File: src/rtl/core/qme_pkg.sv
// Shared types and constants of the queue machine executor.
package qme_pkg;

    // Field widths fixed by the instruction and result formats
    localparam int CMD_W     = 3;
    localparam int WORD_W    = 64;
    localparam int STATUS_W  = 3;
    localparam int PTR_W     = 11;
    localparam int IN_USED_W = CMD_W + WORD_W;
    localparam int IN_TDATA_W = ((IN_USED_W + 7) / 8) * 8;

    // Largest program the pointer check accepts
    localparam logic [PTR_W-1:0] PROG_CAPACITY = 11'd1024;

    // Opcodes
    localparam logic [CMD_W-1:0] CMD_NOP     = 3'd0;
    localparam logic [CMD_W-1:0] CMD_ENQUEUE = 3'd1;
    localparam logic [CMD_W-1:0] CMD_DEQUEUE = 3'd2;
    localparam logic [CMD_W-1:0] CMD_ADD     = 3'd3;
    localparam logic [CMD_W-1:0] CMD_HALT    = 3'd4;

    // Status codes
    localparam logic [STATUS_W-1:0] ST_OK        = 3'd0;
    localparam logic [STATUS_W-1:0] ST_UNDERFLOW = 3'd1;
    localparam logic [STATUS_W-1:0] ST_ILLEGAL   = 3'd2;
    localparam logic [STATUS_W-1:0] ST_BAD_PTR   = 3'd3;
    localparam logic [STATUS_W-1:0] ST_OVERFLOW  = 3'd4;
    localparam logic [STATUS_W-1:0] ST_REFUSED   = 3'd5;

    // Step outcome handed from the execute stage to the output side
    typedef struct packed {
        logic [STATUS_W-1:0] status;
        logic [PTR_W-1:0]    next_pointer;
        logic                stopped;
    } step_ctl_t;

endpackage

File: src/rtl/core/qme_exec.sv
// Execute stage: queue pointers, instruction pointer, stop flag and the step result register.
module qme_exec import qme_pkg::*; #(
    parameter int QUEUE_DEPTH = 64,
    localparam int AW = $clog2(QUEUE_DEPTH),
    localparam int CW = $clog2(QUEUE_DEPTH + 1)
) (
    input  logic              clk,
    input  logic              rst_n,
    input  logic              cfg_write,
    input  logic [PTR_W-1:0]  cfg_data,
    input  logic              fire,
    input  logic              post_take,
    input  logic [CMD_W-1:0]  cmd,
    input  logic [WORD_W-1:0] operand,
    input  logic [WORD_W-1:0] head_word,
    input  logic [WORD_W-1:0] second_word,
    output logic              we,
    output logic [AW-1:0]     waddr,
    output logic [WORD_W-1:0] wdata,
    output logic [AW-1:0]     raddr0,
    output logic [AW-1:0]     raddr1,
    output logic              post_valid,
    output step_ctl_t         post_ctl,
    output logic [CW-1:0]     post_count
);

    localparam logic [CW-1:0] DepthCount = CW'(QUEUE_DEPTH);
    localparam logic [AW-1:0] LastIndex  = AW'(QUEUE_DEPTH - 1);

    logic [AW-1:0]    head_reg, head_next;
    logic [AW-1:0]    tail_reg, tail_next;
    logic [CW-1:0]    count_reg, count_next;
    logic [PTR_W-1:0] ptr_reg, ptr_next;
    logic             halt_reg, halt_next;
    logic [PTR_W-1:0] plen_reg, plen_next;
    logic             post_valid_reg, post_valid_next;
    step_ctl_t        post_ctl_reg;
    logic [CW-1:0]    post_count_reg;

    logic             push, pop_one, pop_two, done, halt_set;
    logic [STATUS_W-1:0] status;
    logic [PTR_W-1:0] ptr_adv;

    function automatic logic [AW-1:0] wrap_inc(input logic [AW-1:0] idx);
        wrap_inc = (idx == LastIndex) ? '0 : idx + 1'b1;
    endfunction

    // Decode the instruction against the current queue state
    always_comb
    begin
        push     = 1'b0;
        pop_one  = 1'b0;
        pop_two  = 1'b0;
        done     = 1'b0;
        halt_set = 1'b0;
        status   = ST_OK;
        if (halt_reg)
        begin
            status = ST_REFUSED;
        end
        else
        begin
            case (cmd)
                CMD_NOP:
                begin
                    done = 1'b1;
                end
                CMD_ENQUEUE:
                begin
                    if (count_reg == DepthCount)
                    begin
                        status = ST_OVERFLOW;
                    end
                    else
                    begin
                        push = 1'b1;
                        done = 1'b1;
                    end
                end
                CMD_DEQUEUE:
                begin
                    if (count_reg == '0)
                    begin
                        status = ST_UNDERFLOW;
                    end
                    else
                    begin
                        pop_one = 1'b1;
                        done    = 1'b1;
                    end
                end
                CMD_ADD:
                begin
                    if (count_reg < CW'(2))
                    begin
                        status = ST_UNDERFLOW;
                    end
                    else
                    begin
                        pop_two = 1'b1;
                        push    = 1'b1;
                        done    = 1'b1;
                    end
                end
                CMD_HALT:
                begin
                    halt_set = 1'b1;
                end
                default:
                begin
                    status = ST_ILLEGAL;
                end
            endcase
        end

        // Advance the pointer and check it against the program bound
        ptr_adv  = ptr_reg + 1'b1;
        ptr_next = done ? ptr_adv : ptr_reg;
        if (done && (ptr_adv >= plen_reg))
        begin
            status = ST_BAD_PTR;
        end
        halt_next = halt_reg | halt_set | (status != ST_OK);
    end

    // Next queue pointers and fill count
    always_comb
    begin
        head_next  = head_reg;
        tail_next  = tail_reg;
        count_next = count_reg;
        if (pop_two)
        begin
            head_next = wrap_inc(wrap_inc(head_reg));
        end
        else if (pop_one)
        begin
            head_next = wrap_inc(head_reg);
        end
        if (push)
        begin
            tail_next = wrap_inc(tail_reg);
        end
        if (pop_one || (push && pop_two))
        begin
            count_next = count_reg - 1'b1;
        end
        else if (push)
        begin
            count_next = count_reg + 1'b1;
        end
    end

    // Storage access: tail write, reads at the head the next step will see
    assign we     = fire && push;
    assign waddr  = tail_reg;
    assign wdata  = (cmd == CMD_ADD) ? (head_word + second_word) : operand;
    assign raddr0 = fire ? head_next : head_reg;
    assign raddr1 = wrap_inc(raddr0);

    // Saturate the program length on write
    assign plen_next = (cfg_data > PROG_CAPACITY) ? PROG_CAPACITY : cfg_data;

    // Result register holds until the output side takes it
    assign post_valid_next = fire ? 1'b1 : (post_take ? 1'b0 : post_valid_reg);

    always_ff @(posedge clk or negedge rst_n)
    begin
        if (!rst_n)
        begin
            head_reg       <= '0;
            tail_reg       <= '0;
            count_reg      <= '0;
            ptr_reg        <= '0;
            halt_reg       <= 1'b0;
            plen_reg       <= '0;
            post_valid_reg <= 1'b0;
        end
        else
        begin
            post_valid_reg <= post_valid_next;
            if (cfg_write)
            begin
                plen_reg <= plen_next;
            end
            if (fire)
            begin
                head_reg  <= head_next;
                tail_reg  <= tail_next;
                count_reg <= count_next;
                ptr_reg   <= ptr_next;
                halt_reg  <= halt_next;
            end
        end
    end

    // Capture the step outcome
    always_ff @(posedge clk)
    begin
        if (fire)
        begin
            post_ctl_reg.status       <= status;
            post_ctl_reg.next_pointer <= ptr_next;
            post_ctl_reg.stopped      <= halt_next;
            post_count_reg            <= count_next;
        end
    end

    assign post_valid = post_valid_reg;
    assign post_ctl   = post_ctl_reg;
    assign post_count = post_count_reg;

endmodule

File: config.mk
export PLATFORM = sky130hd
export DESIGN_NAME = qme_exec
export DESIGN_NICKNAME = d
export VERILOG_FILES = /design/src/rtl/core/qme_pkg.sv /design/src/rtl/core/qme_exec.sv
export SDC_FILE = /design/constraint.sdc
export NUM_CORES = 1
export LEC_CHECK = 0
export BUFFER_PORTS_ARGS = -buffer_cell sky130_fd_sc_hd__clkbuf_2
export CORE_MARGIN = 5
export CORE_UTILIZATION = 45
export DETAILED_ROUTE_END_ITERATION = 16
export GPL_TIMING_DRIVEN = 1
export HOLD_SLACK_MARGIN = 0.05
export PLACE_DENSITY = 0.8
export RECOVER_POWER = 50
export SETUP_SLACK_MARGIN = 0.5
export SLEW_MARGIN = 40
export SYNTH_ARGS = -nofsm -noshare
export SYNTH_HDL_FRONTEND = slang
export SYNTH_SLANG_ARGS = --single-unit
File: constraint.sdc
create_clock -name clk -period 4.7 [get_ports clk]
set_input_delay 0.94 -clock clk [delete_from_list [all_inputs] [get_ports clk]]
set_output_delay 0.94 -clock clk [all_outputs]
set_load 0.005 [all_outputs]
==> impl_metrics.env <==
export IMPL_status="complete, but fails checks"
export IMPL_violations="capacitance limit, slew limit"
export IMPL_synthFlopType="dfrtp_1"
export IMPL_worst_pin_slew_ns=2.45
export IMPL_cts_path_max_buffers=2
export IMPL_globalRouteOverflowTotal=0
export IMPL_largest_register_ffs=15
export IMPL_first_global_vias=9869
export IMPL_mostFrequentLayoutCell="clkbuf_2"
export IMPL_yosys_mux_area_fraction=0.00657
export IMPL_async_reset_ff_frac=0.662
export IMPL_synth_area_leaders="dfrtp_1 (13%), ha_1 (12%), edfxtp_1 (7.9%)"
export IMPL_regToRegEndpoint="post_ctl[12]"
export IMPL_holdBufCountCts=0
export IMPL_synthCells=1102
export IMPL_dieHeight_um=146
export IMPL_synthAdderAreaFrac=0.123
export IMPL_fin_crit_sh=0.988
export IMPL_syn_nets=1395
export IMPL_viasPerCell=6.13
export IMPL_slowest_delay_ns=0.33
export IMPL_place_inst=1641
export IMPL_n_fill_cell=1484
export IMPL_drt_iter0_drc=935
export IMPL_cts_made_buffers=9
export IMPL_grt_max_degree=95
export IMPL_firstDrtPassIters=6
export IMPL_tns_ns=0
export IMPL_slowest_stage="o31a_1"
export IMPL_p_total_mw=2.94
export IMPL_dpl_hpwl_mm=24.7
export IMPL_die_w_um=146
export IMPL_finalSetupViolCount=0
export IMPL_rrSetupSlack_ns=1.20
export IMPL_cts_tree="yes"
export IMPL_wl_per_cell_um=20.5
export IMPL_ant_nets=0
export IMPL_drive_above_1_share=0.391
export IMPL_gp_congestion=0.976
export IMPL_cp_arrival_ns=3.71
export IMPL_port_buffers=316
export IMPL_synth_top_area_frac=0.128
export IMPL_path_class="in -> out"
export IMPL_route_detailed_drc=0
export IMPL_clock_latency_ns=0.33
export IMPL_cp_required_ns=3.76
export IMPL_synthSimpleGateAreaFrac=0.222
export IMPL_peakVddDrop_mv=0.179
export IMPL_layout_common_cells="clkbuf_2 (264), nand2_1 (160), buf_4 (100)"
export IMPL_synth_edf_count=22
export IMPL_slew_viol_final=44
export IMPL_power_density_mw_per_mm2=238
export IMPL_clock_skew_ns=0.00667
export IMPL_hold_viol_final=0
export IMPL_syn_area_mm2=0.00838
export IMPL_grt_pass1_wl_mm=50.9
export IMPL_yosys_register_bits=65
export IMPL_clock_fmax_mhz=215
export IMPL_htree_levels=3
export IMPL_wirelength_mm=35.3
export IMPL_cts_num_sinks=65
export IMPL_synth_cell_types=86
export IMPL_path_clk_slew_ns=0.06
export IMPL_antenna_cells=0
export IMPL_dieArea_mm2=0.0215
export IMPL_setup_worst_path_end="wdata[63]"
export IMPL_antenna_found_initial=1
export IMPL_synth_compound_area_frac=0.289
export IMPL_grt_usage=0.286
export IMPL_slew_headroom=-0.634
export IMPL_fin_cells=1721
export IMPL_core_area_mm2=0.0185
export IMPL_fin_util=0.668
export IMPL_hold_class="reg -> reg"
export IMPL_rows=50
export IMPL_path_common_cell="buf_4"
export IMPL_synth_seq_area_share=0.207
export IMPL_synth_top_cell_by_area="dfrtp_1"
export IMPL_synth_top_family_by_area="compound AO/OA/AOI/OAI gates"
export IMPL_rr_worst_depth=11
export IMPL_rsz0062_at_grt="true"
export IMPL_synth_area_per_cell_um2=7.61
export IMPL_synth_xor_xnor_area_share=0.104
export IMPL_p_leak_nw=5.59
export IMPL_r2r_start="ptr_reg[0]"
export IMPL_yosys_warnings=0
export IMPL_cap_violations=1
export IMPL_startpoint="head_word[30]"
export IMPL_cts_root_buffer="clkbuf_16"
export IMPL_start_kind="input pin"
export IMPL_num_vias=10555
export IMPL_initial_core_util=0.453
export IMPL_areaGrowthSynthToFinish_pct=47.5
export IMPL_worstPathCellList="buf_6 -> ha_4 -> nand4_1 -> buf_4 -> a211oi_4 -> a221oi_2 -> a21oi_2 -> a211oi_2 -> buf_4 -> buf_4 -> a21o_4 -> o31a_1 -> xnor2_1 -> o21ai_1 -> clkbuf_2"
export IMPL_ios=317
export IMPL_end_kind="output port"
export IMPL_finalNetCount=1775
export IMPL_post_route_min_period_ns=4.65
export IMPL_cp_max_fo=4
Yosys cell counts (4+ instances only):
library cell    n
nand2_1       163
a31oi_1         5
and2_1          9
nand3b_1       10
nor3b_1         5
o21ai_0       103
and3_1         13
o21bai_1       15
a21o_1         26
edfxtp_1       22
mux2_2          4
dfrtp_1        43
nand2b_1        7
nand3_1        34
and4_1          7
o21a_1         17
clkbuf_1       39
a21oi_1        93
or3_1           8
ha_1           81
or4_1           6
xor2_1         42
nand4_1        17
o22ai_1         4
a211oi_1        6
xnor2_1        58
o31a_1          4
nor2_1         61
o211ai_1        8
nor3_1         14
nor2b_1        12
nor4_1          4
inv_1          37
a221oi_1        5
o31ai_1         7
buf_2          15
o21ai_1        19
routing by layer:
layer  part of all wire  vias up  global-route usage
met5                  0        -                   0
met4              0.054        0               0.104
met3              0.086      178              0.0525
met2               0.48      677               0.496
met1               0.38     4921               0.356
li1                   -     4779                   -
cell families after synthesis:
group                    Yosys count
AND/OR/NAND/NOR                  382
AO/OA/AOI/OAI                    371
adder cells (fa/ha/maj)           82
XOR/XNOR                         100
flip-flops                        65
multiplexers                       5
buffers and inverters             97
repair_timing:
item                       in CTS  in global routing
setup endpoints to repair      43                 44
cloned                          0                  0
gates resized for setup       119                129
pin swaps                      71                 63
setup buffers                  35                 29
how the worst min path moves through the flow:
stage,from,to,depth (start not counted)
after global placement,plen_reg[4],plen_reg[4],2
final,plen_reg[4],plen_reg[4],2
after global routing,ptr_reg[10],ptr_reg[10],1
after floorplan,plen_reg[4],plen_reg[4],2
after CTS,plen_reg[4],plen_reg[4],2
after detailed placement,plen_reg[4],plen_reg[4],2
per-stage QoR:
stage	setup slack, ns	hold WS (ns)	area [um^2]
after global routing	-0.00349	0.547	12400
after CTS	0.200	0.524	11700
after detailed placement	0.0195	0.511	10400
after floorplan	0.501	0.480	8410
after global placement	0.0447	0.501	10400
final	0.0549	0.520	12400
critical path, delay by kind of cell:
kind | cells | cell delay, ns
buffers and inverters | 5 | 0.76
adders and majority gates | 1 | 0.28
and+or+nand+nor | 1 | 0.22
xor gates and xnor gates | 1 | 0.15
AOI/OAI and AO/OA | 7 | 1.34
cell type report:
cell class	count	area (um^2)	area share
multi-input cells	940	7290	0.590
repair buffers	429	2580	0.209
flip-flops and latches	65	1740	0.141
well taps	234	293	0.0237
clock buffers	10	250	0.0202
inverters	37	139	0.0112
clock inverters	6	65.1	0.00526
power by group:
group | internal [mW] | switching [mW]
Combinational | 0.703 | 0.810
Sequential | 0.659 | 0.0772
Clock | 0.442 | 0.252
No activity file was read; power rests on OpenSTA's default activity.
