[src/rtl/core/qme_out_buf.sv]
// Two-entry output buffer that decouples the result stream from receiver stalls.
module qme_out_buf #(
    parameter int DATA_W = 88
) (
    input  logic              clk,
    input  logic              rst_n,
    input  logic              push,
    input  logic [DATA_W-1:0] push_data,
    output logic              space,
    output logic              m_tvalid,
    input  logic              m_tready,
    output logic [DATA_W-1:0] m_tdata
);

    logic [1:0]        cnt_reg, cnt_next;
    logic              wr_ptr_reg, rd_ptr_reg;
    logic [DATA_W-1:0] buf_reg [2];
    logic              pop;

    assign pop      = m_tvalid && m_tready;
    assign space    = (cnt_reg != 2'd2);
    assign m_tvalid = (cnt_reg != 2'd0);
    assign m_tdata  = buf_reg[rd_ptr_reg];

    // Track occupancy
    always_comb
    begin
        case ({push, pop})
            2'b10:   cnt_next = cnt_reg + 1'b1;
            2'b01:   cnt_next = cnt_reg - 1'b1;
            default: cnt_next = cnt_reg;
        endcase
    end

    always_ff @(posedge clk or negedge rst_n)
    begin
        if (!rst_n)
        begin
            cnt_reg    <= 2'd0;
            wr_ptr_reg <= 1'b0;
            rd_ptr_reg <= 1'b0;
        end
        else
        begin
            cnt_reg <= cnt_next;
            if (push)
            begin
                wr_ptr_reg <= ~wr_ptr_reg;
            end
            if (pop)
            begin
                rd_ptr_reg <= ~rd_ptr_reg;
            end
        end
    end

    // Store the pushed result
    always_ff @(posedge clk)
    begin
        if (push)
        begin
            buf_reg[wr_ptr_reg] <= push_data;
        end
    end

endmodule

[config.mk]
export PLATFORM = sky130hd
export DESIGN_NAME = qme_out_buf
export DESIGN_NICKNAME = d
export VERILOG_FILES = /design/src/rtl/core/qme_out_buf.sv
export SDC_FILE = /design/constraint.sdc
export NUM_CORES = 1
export LEC_CHECK = 0
export ABC_AREA = 1
export BUFFER_PORTS_ARGS = -buffer_cell sky130_fd_sc_hd__clkbuf_2
export CAP_MARGIN = 20
export CORE_MARGIN = 1.5
export CORE_UTILIZATION = 46
export CTS_CLUSTER_DIAMETER = 100
export DETAILED_ROUTE_END_ITERATION = 12
export GPL_ROUTABILITY_DRIVEN = 0
export HOLD_SLACK_MARGIN = 0.06
export PLACE_DENSITY = 0.72
export SLEW_MARGIN = 10
export SYNTH_ARGS = -nofsm -noshare
export SYNTH_HDL_FRONTEND = slang
export SYNTH_SLANG_ARGS = --single-unit
[constraint.sdc]
create_clock -name clk -period 5.4 [get_ports clk]
set_input_delay 1.08 -clock clk [delete_from_list [all_inputs] [get_ports clk]]
set_output_delay 1.08 -clock clk [all_outputs]
set_load 0.05 [all_outputs]
==> results of run 1 <==
## logic make-up (layout without fill, tap and decap cells)
kind of cell / after synthesis / count (layout) / synth area share, %
xor+xnor: 2 / 2 / 0.265
flops: 180 / 180 / 81.5
fa+ha+maj: 1 / 1 / 0.189
simple gates: 278 / 278 / 15.9
buf+inv: 27 / 225 / 2.23
## stage by stage
step                setup WS [ns]  area, sq um  hold WS [ns]  instances  total power (W)
global route                 1.99         8260         0.446        866          0.00572
global placement             2.49         7660         0.482        833          0.00430
CTS                          2.12         8230         0.442        865          0.00550
finish                       2.17         8260         0.462        866          0.00545
detailed placement           2.46         7660         0.508        833          0.00433
floorplan                  0.0358         6610         0.462        488          0.00381
## per-layer routing
| layer | track usage (%) | wire length [um] |
|---|---|---|
| met1 | 19.8 | 5020 |
| met2 | 27.0 | 5860 |
| met3 | 6.23 | 1090 |
| met4 | 7.19 | 182 |
| met5 | 0 | 0 |
## path summary, 6_finish.rpt
path / depth (start not counted) / startpoint / to / slack, ns
max: 4 / rd_ptr_reg$_DFFE_PN0P_ / m_tdata[81] / 2.17
min: 1 / rst_n / rd_ptr_reg$_DFFE_PN0P_ / 0.46
max reg2reg: 3 / wr_ptr_reg$_DFFE_PN0P_ / buf_reg[1][3]$_DFFE_PP_ / 3.28
min reg2reg: 2 / cnt_reg[1]$_DFFE_PN0P_ / cnt_reg[1]$_DFFE_PN0P_ / 0.53
max in group asynchronous: 1 / rst_n / rd_ptr_reg$_DFFE_PN0P_ / 4.79
min in group clk: 2 / cnt_reg[1]$_DFFE_PN0P_ / cnt_reg[1]$_DFFE_PN0P_ / 0.53
## cell type report
class	instances	area [sq um]
timing repair buffer	185	956
multi-input combinational	281	1090
sequential	180	5390
clock buffer	18	429
clock inverter	14	136
inverter	8	33.8
fill	1089	5680
tap	180	225
## synthesized netlist by cell type (2+ instances only)
master      n  area (sq um)
buf_2      14          70.1
buf_4       3          22.5
buf_6       2          22.5
dfrtp_1     4           100
edfxtp_1  176          5290
inv_1       7          26.3
nand2_1   274          1030
nand3_1     2          10.0
## where the power goes
part / leakage (nW) / total [W] / internal, W / switching [W]
sequential: 1.70 / 0.00193 / 0.00186 / 0.0000680
combinational: 1.65 / 0.00236 / 0.000429 / 0.00193
clock: 0.283 / 0.00116 / 0.000678 / 0.000487
==> flow_metrics.tcl, run 1 <==
set metrics [dict create \
    chipHeight_um 123 \
    viasPerCell 4.74 \
    hold_viol 0 \
    cap_violations 0 \
    antenna_found_initial 0 \
    utilization_pct 59.2 \
    cts-root-buf "clkbuf_16" \
    drt-wirelength-per-cell_um 14.0 \
    worstPathCellList "buf_4 -> nand2_1 -> nand2_1 -> clkbuf_2" \
    cts_setup_buffers 0 \
    worstMarginPinSlew_ns 0.933 \
    worstPathMaxFanout 89 \
    start_util_pct 47.4 \
    clock_latency_ns 0.41 \
    numCtsBuffers 17 \
    crit_family "buffers and inverters" \
    grt_pass1_vias 3903 \
    yosysUniqueCellTypes 14 \
    ir_drop_v 0.000613 \
    overflow 0 \
    clockBufferDepth 2 \
    io_pins 182 \
    async_flop_share_pct 2.22 \
    cp.arrival_ns 2.15 \
    drc 0 \
    layout_commonest_cell "nand2_1" \
    die_w_um 123 \
    synth_fp_nets 581 \
    cts_num_sinks 180 \
    detail-route-antenna-nets 0 \
    startpoint_type "flip-flop" \
    path_buf_inv 2 \
    yosysWarnings 0 \
    max_freq_ghz 0.310 \
    slew_viol_final 0 \
    num_rows 43 \
    dp_hpwl_mm 7.64 \
    syn_inst 488 \
    postCtsHoldBufs 0 \
    cts-resized-gates 0 \
    synth_seq_cells 180 \
    layout-drive-gt1-share_pct 31.8 \
    portBuffers 181 \
    pwr_density_cell_nw_per_um2 660 \
    max_slew_margin_pct 37.8 \
    synthFlopType "edfxtp_1" \
    die_area_sq_um 15100 \
    skew_ns 0.00502 \
    grtUsageTotal_pct 16.6 \
    drt_iter0_drc 195 \
    htreeDepth 4 \
    cts_tree "done" \
    fin_setup_tns_ns 0 \
    dr.pass1.iters 4 \
    final.period_utilization_pct 59.8 \
    grt_pass1_wl_mm 18.3 \
    path_class "reg -> out" \
    cpPeakStageDelay_ns 0.71 \
    synth-edff-count 176 \
    setup_viol 0 \
    status "completed" \
    syn_avg_cell_area_sq_um 13.5 \
    crit_path_end_kind "output pin" \
    synthesis.area_sq_um 6610 \
    crit_top_cell "nand2_1" \
    cp.required_ns 4.32 \
    final_cell_mix "274 x nand2_1, 181 x clkbuf_2, 176 x edfxtp_1" \
    rsz0062_at_grt "no" \
    path_clk_slew_ns 0.06 \
    grt_max_degree 90 \
    finalNetCount 766 \
    route.vias.total 4105 \
    area_delta_synth_final_pct 24.9 \
    largest_register_ff_count 176 \
    slowest_stage "buf_4" \
    synth_seq_area_share_pct 81.5 \
    antenna_cells 0 \
    routed_wl_mm 12.1 \
    layout_min_cycle_time_ns 3.23 \
    p_leak_nw 3.63 \
    hold_path_class "in -> async" \
    core_sq_um 13900 \
]
Note: power is estimated with default switching activity, not from simulation.
==> run 2, diff against run 1 <==
==> constraint.sdc (replaced) <==
create_clock -name clk -period 3.29 [get_ports clk]
set_input_delay 0.658 -clock clk [delete_from_list [all_inputs] [get_ports clk]]
set_output_delay 0.658 -clock clk [all_outputs]
set_load 0.05 [all_outputs]
==> flow_metrics.tcl, run 2 (synthesis results as in run 1) <==
set metrics [dict create \
    whs_endpoint "buf_reg[1][1]$_DFFE_PP_" \
    drt-wirelength-per-cell_um 14.5 \
    largest_register_ff_count 176 \
    num_rows 43 \
    worstPathMaxFanout 89 \
    grt_max_degree 90 \
    pwr_density_cell_nw_per_um2 1080 \
    grt_pass1_wl_mm 19.2 \
    skew_ns 0.00408 \
    crit_path_end_kind "output pin" \
    cts_num_sinks 180 \
    portBuffers 181 \
    p_leak_nw 3.62 \
    antenna_found_initial 0 \
    overflow 0 \
    finalNetCount 768 \
    hold_path_class "in -> reg" \
    die_w_um 123 \
    hold_depth 1 \
    area_delta_synth_final_pct 25.3 \
    clockBufferDepth 2 \
    worstMarginPinSlew_ns 0.938 \
    core_sq_um 13900 \
    cts_setup_buffers 0 \
    final_cell_mix "274 x nand2_1, 181 x clkbuf_2, 176 x edfxtp_1" \
    instances_no_fill 868 \
    path_class "reg -> out" \
    setup_viol 0 \
    htreeDepth 4 \
    rsz0062_at_grt "no" \
    numCtsBuffers 17 \
    path_clk_slew_ns 0.06 \
    finalPower_w 0.00892 \
    cp.required_ns 2.63 \
    cts_tree "done" \
    clock_latency_ns 0.42 \
    drt_iter0_drc 272 \
    reg2reg_from "wr_ptr_reg$_DFFE_PN0P_" \
    cts-resized-gates 0 \
    grt_pass1_vias 3957 \
    start_util_pct 47.4 \
    dp_hpwl_mm 7.98 \
    fillCellCount 1115 \
    io_pins 182 \
    cp.arrival_ns 2.17 \
    hold_start "push_data[1]" \
    layout-drive-gt1-share_pct 31.8 \
    viasPerCell 4.75 \
    r2r_slack_ns 1.66 \
    grtUsageTotal_pct 17.2 \
    max_slew_margin_pct 37.5 \
    multi_input_area_sq_um 1090 \
    ir_drop_v 0.000728 \
    max_freq_ghz 0.353 \
    layout_min_cycle_time_ns 2.83 \
    hold_viol 0 \
    die_area_sq_um 15100 \
    final.period_utilization_pct 86.1 \
    fin_hold_ws_ns 0.425 \
    chipHeight_um 123 \
    r2r-end "buf_reg[1][47]$_DFFE_PP_" \
    fin_setup_tns_ns 0 \
    utilization_pct 59.4 \
    cap_violations 0 \
    ff2ff_path_depth 3 \
    slew_viol_final 0 \
    routed_wl_mm 12.5 \
    register_area_sq_um 5390 \
    drc 0 \
    layout_commonest_cell "nand2_1" \
    post-place-cells 835 \
    dr.pass1.iters 4 \
    status "completed" \
    detail-route-antenna-nets 0 \
    startpoint_type "flip-flop" \
    route.vias.total 4121 \
    cts-root-buf "clkbuf_16" \
    antenna_cells 0 \
]
-- run 2: where the power goes --
part	leakage [nW]	internal (W)	total, W	switching, W
clock network	0.265	0.00110	0.00188	0.000780
registers	1.70	0.00305	0.00316	0.000115
logic	1.66	0.000721	0.00389	0.00316
-- run 2: worst max-delay path, cell delays in order (launching register included) --
cell and delay [ns]:
dfrtp_4 0.42, buf_4 0.73, nand2_1 0.17, nand2_1 0.11, clkbuf_2 0.27
-- run 2: how the worst max path moves through the flow --
stage	from	endpoint	slack (ns)
6_report	rd_ptr_reg$_DFFE_PN0P_	m_tdata[33]	0.46
2_1_floorplan	push	buf_reg[1][0]$_DFFE_PP_	0.43
3_3_place_gp	rd_ptr_reg$_DFFE_PN0P_	m_tdata[30]	0.90
5_1_grt	rd_ptr_reg$_DFFE_PN0P_	m_tdata[33]	0.31
3_5_place_dp	rd_ptr_reg$_DFFE_PN0P_	m_tdata[33]	0.89
4_1_cts	rd_ptr_reg$_DFFE_PN0P_	m_tdata[33]	0.44
-- run 2: repair_timing --
item                                    4_1_cts  5_1_grt
endpoints found under the setup margin        0        0
hold endpoints to repair                      4        0
hold buffers                                  1        0
-- run 2: routing by layer --
metal | vias to the layer above | GRT usage [%] | part of all wire [%]
met2 | 148 | 27.3 | 48
met5 | - | 0 | 0
met3 | 20 | 6.23 | 8.7
li1 | 2019 | - | -
met1 | 1934 | 21.2 | 42
met4 | 0 | 7.85 | 1.7
-- run 2: area by class of cell --
cell class,count,area share [%]
clock buffer,23,5.77
sequential,180,65.1
inverter,8,0.408
multi-input combinational,281,13.1
clock inverter,9,0.967
tap,180,2.72
timing repair buffer,187,12.0
-- run 2: through the flow --
step,area [sq um],setup WS [ns]
after floorplan,6620,0.430
after global placement,7710,0.903
after detailed placement,7710,0.893
after CTS,8280,0.437
after global routing,8280,0.307
final,8280,0.458
==> run 3, diff against run 2 <==
==> constraint.sdc (replaced) <==
create_clock -name clk -period 3.5 [get_ports clk]
set_input_delay 0.7 -clock clk [delete_from_list [all_inputs] [get_ports clk]]
set_output_delay 0.7 -clock clk [all_outputs]
set_load 0.05 [all_outputs]
==> flow_metrics.tcl, run 3 (synthesis results as in run 1) <==
set metrics [dict create \
    startpoint_type "flip-flop" \
    viasPerCell 4.70 \
    register_area_sq_um 5390 \
    start_util_pct 47.4 \
    p_leak_nw 3.66 \
    cts_tree "done" \
    hold_start "push_data[78]" \
    layout_min_cycle_time_ns 3.11 \
    reg2reg_from "wr_ptr_reg$_DFFE_PN0P_" \
    pwr_density_cell_nw_per_um2 1030 \
    hold_path_class "in -> reg" \
    numCtsBuffers 17 \
    drt_iter0_drc 286 \
    antenna_cells 0 \
    largest_register_ff_count 176 \
    drt-wirelength-per-cell_um 14.6 \
    route.vias.total 4091 \
    layout-drive-gt1-share_pct 32.5 \
    fin_hold_ws_ns 0.458 \
    num_rows 43 \
    detail-route-antenna-nets 0 \
    slowest_stage "dfrtp_2" \
    die_area_sq_um 15100 \
    overflow 0 \
    chipHeight_um 123 \
    max_freq_ghz 0.321 \
    drc 0 \
    cap_violations 0 \
    antenna_found_initial 0 \
    clockBufferDepth 2 \
    setup_slack_ns 0.388 \
    clock_latency_ns 0.43 \
    cpPeakStageDelay_ns 0.96 \
    seq_power_share_pct 35.4 \
    cp.arrival_ns 2.41 \
    cp-startpoint "rd_ptr_reg$_DFFE_PN0P_" \
    core_sq_um 13900 \
    fillCellCount 1107 \
    cts_setup_buffers 0 \
    ir_drop_v 0.000777 \
    p_clk_share_pct 22.9 \
    final_cell_mix "274 x nand2_1, 181 x clkbuf_2, 176 x edfxtp_1" \
    power_switching_share_pct 45.6 \
    hold_viol 0 \
    p_sw_w 0.00393 \
    grt_max_degree 53 \
    area_delta_synth_final_pct 26.1 \
    setup_viol 0 \
    cts-resized-gates 0 \
    dp_hpwl_mm 8.20 \
    combPwrFrac_pct 41.7 \
    crit_path_end_kind "output pin" \
    layout_commonest_cell "nand2_1" \
    p_int_w 0.00468 \
    status "completed" \
    htreeDepth 4 \
    crit_top_cell "nand2_1" \
    worstPathCellList "buf_4 -> nand2_1 -> nand2_1 -> clkbuf_2" \
    cts_num_sinks 180 \
    routed_wl_mm 12.7 \
    multi_input_area_sq_um 1090 \
    finalNetCount 770 \
    grtUsageTotal_pct 17.6 \
    rsz0062_at_grt "no" \
    skew_ns 0.00767 \
    path_class "reg -> out" \
    fin_setup_tns_ns 0 \
    path_buf_inv 2 \
    cp.required_ns 2.80 \
    dr.pass1.iters 4 \
    worstPathMaxFanout 48 \
    worstMarginPinSlew_ns 0.916 \
    slew_viol_final 0 \
    grt_pass1_vias 4045 \
    portBuffers 181 \
    max_slew_margin_pct 39.0 \
    cts-root-buf "clkbuf_16" \
    io_pins 182 \
    die_w_um 123 \
    path_clk_slew_ns 0.07 \
    preCtsSetupSlack_ns 0.794 \
    final.period_utilization_pct 88.9 \
    crit_family "flip-flops" \
    grt_pass1_wl_mm 19.5 \
]
==> run 3: cell types whose count changed in the layout (fill, tap and decap cells not counted), moves of 3 or more <==
| cell | before | now |
|---|---|---|
| clkbuf_8 | 3 | 0 |
| buf_4 | 2 | 6 |
| inv_8 | 0 | 4 |
| clkinv_4 | 0 | 3 |
| clkinvlp_4 | 4 | 1 |
| clkbuf_1 | 3 | 0 |
==> run 3: worst paths after layout <==
path / end / slack (ns) / cells after the start
max: m_tdata[28] / 0.39 / 4
min: buf_reg[0][78]$_DFFE_PP_ / 0.46 / 1
max reg2reg: buf_reg[1][86]$_DFFE_PP_ / 1.68 / 3
min reg2reg: cnt_reg[0]$_DFFE_PN0P_ / 0.51 / 1
max in group asynchronous: rd_ptr_reg$_DFFE_PN0P_ / 2.73 / 2
min in group asynchronous: cnt_reg[1]$_DFFE_PN0P_ / 0.63 / 2
==> run 3: what timing repair did <==
action / CTS / global route
hold buffers: 1 / 0
endpoints found under the setup margin: 0 / 0
hold endpoints to repair: 4 / 0
==> run 3: area by class of cell <==
type	instances	area share, %
Clock inverter	15	2.36
Sequential cell	180	64.6
Timing Repair Buffer	189	11.8
Inverter	8	0.405
Clock buffer	17	5.10
Multi-Input combinational cell	281	13.0
Tap cell	180	2.70
==> run 3: worst register-to-register path, delay by kind of cell, from the launching register on <==
kind | cells | cell delay, ns
buffers and inverters | 2 | 0.99
flip-flops | 1 | 0.43
AND/OR/NAND/NOR | 1 | 0.10
==> run 3: metal layers <==
layer	global-route usage [%]	vias to the layer above	wire length (um)
li1	-	2020	-
met1	20.0	1900	5090
met2	28.8	151	6200
met3	7.39	20	1180
met4	8.43	0	265
met5	0	-	0
==> run 3: stage by stage <==
step / power (W) / cells / area (sq um) / utilization (%)
after floorplan: 0.00587 / 488 / 6610 / -
after global placement: 0.00667 / 837 / 7700 / 55.3
after detailed placement: 0.00672 / 837 / 7700 / 55.3
final: 0.00860 / 870 / 8330 / 59.8
after CTS: 0.00868 / 870 / 8330 / 59.8
after global routing: 0.00902 / 870 / 8330 / 59.8
==> run 3: power by group through the flow <==
stage | registers (W) | logic, W | clock network [W]
after global placement | 0.00308 | 0.00358 | 0
after detailed placement | 0.00310 | 0.00362 | 0
after floorplan | 0.00301 | 0.00286 | 0
final | 0.00305 | 0.00359 | 0.00197
after global routing | 0.00310 | 0.00384 | 0.00208
after CTS | 0.00305 | 0.00363 | 0.00200
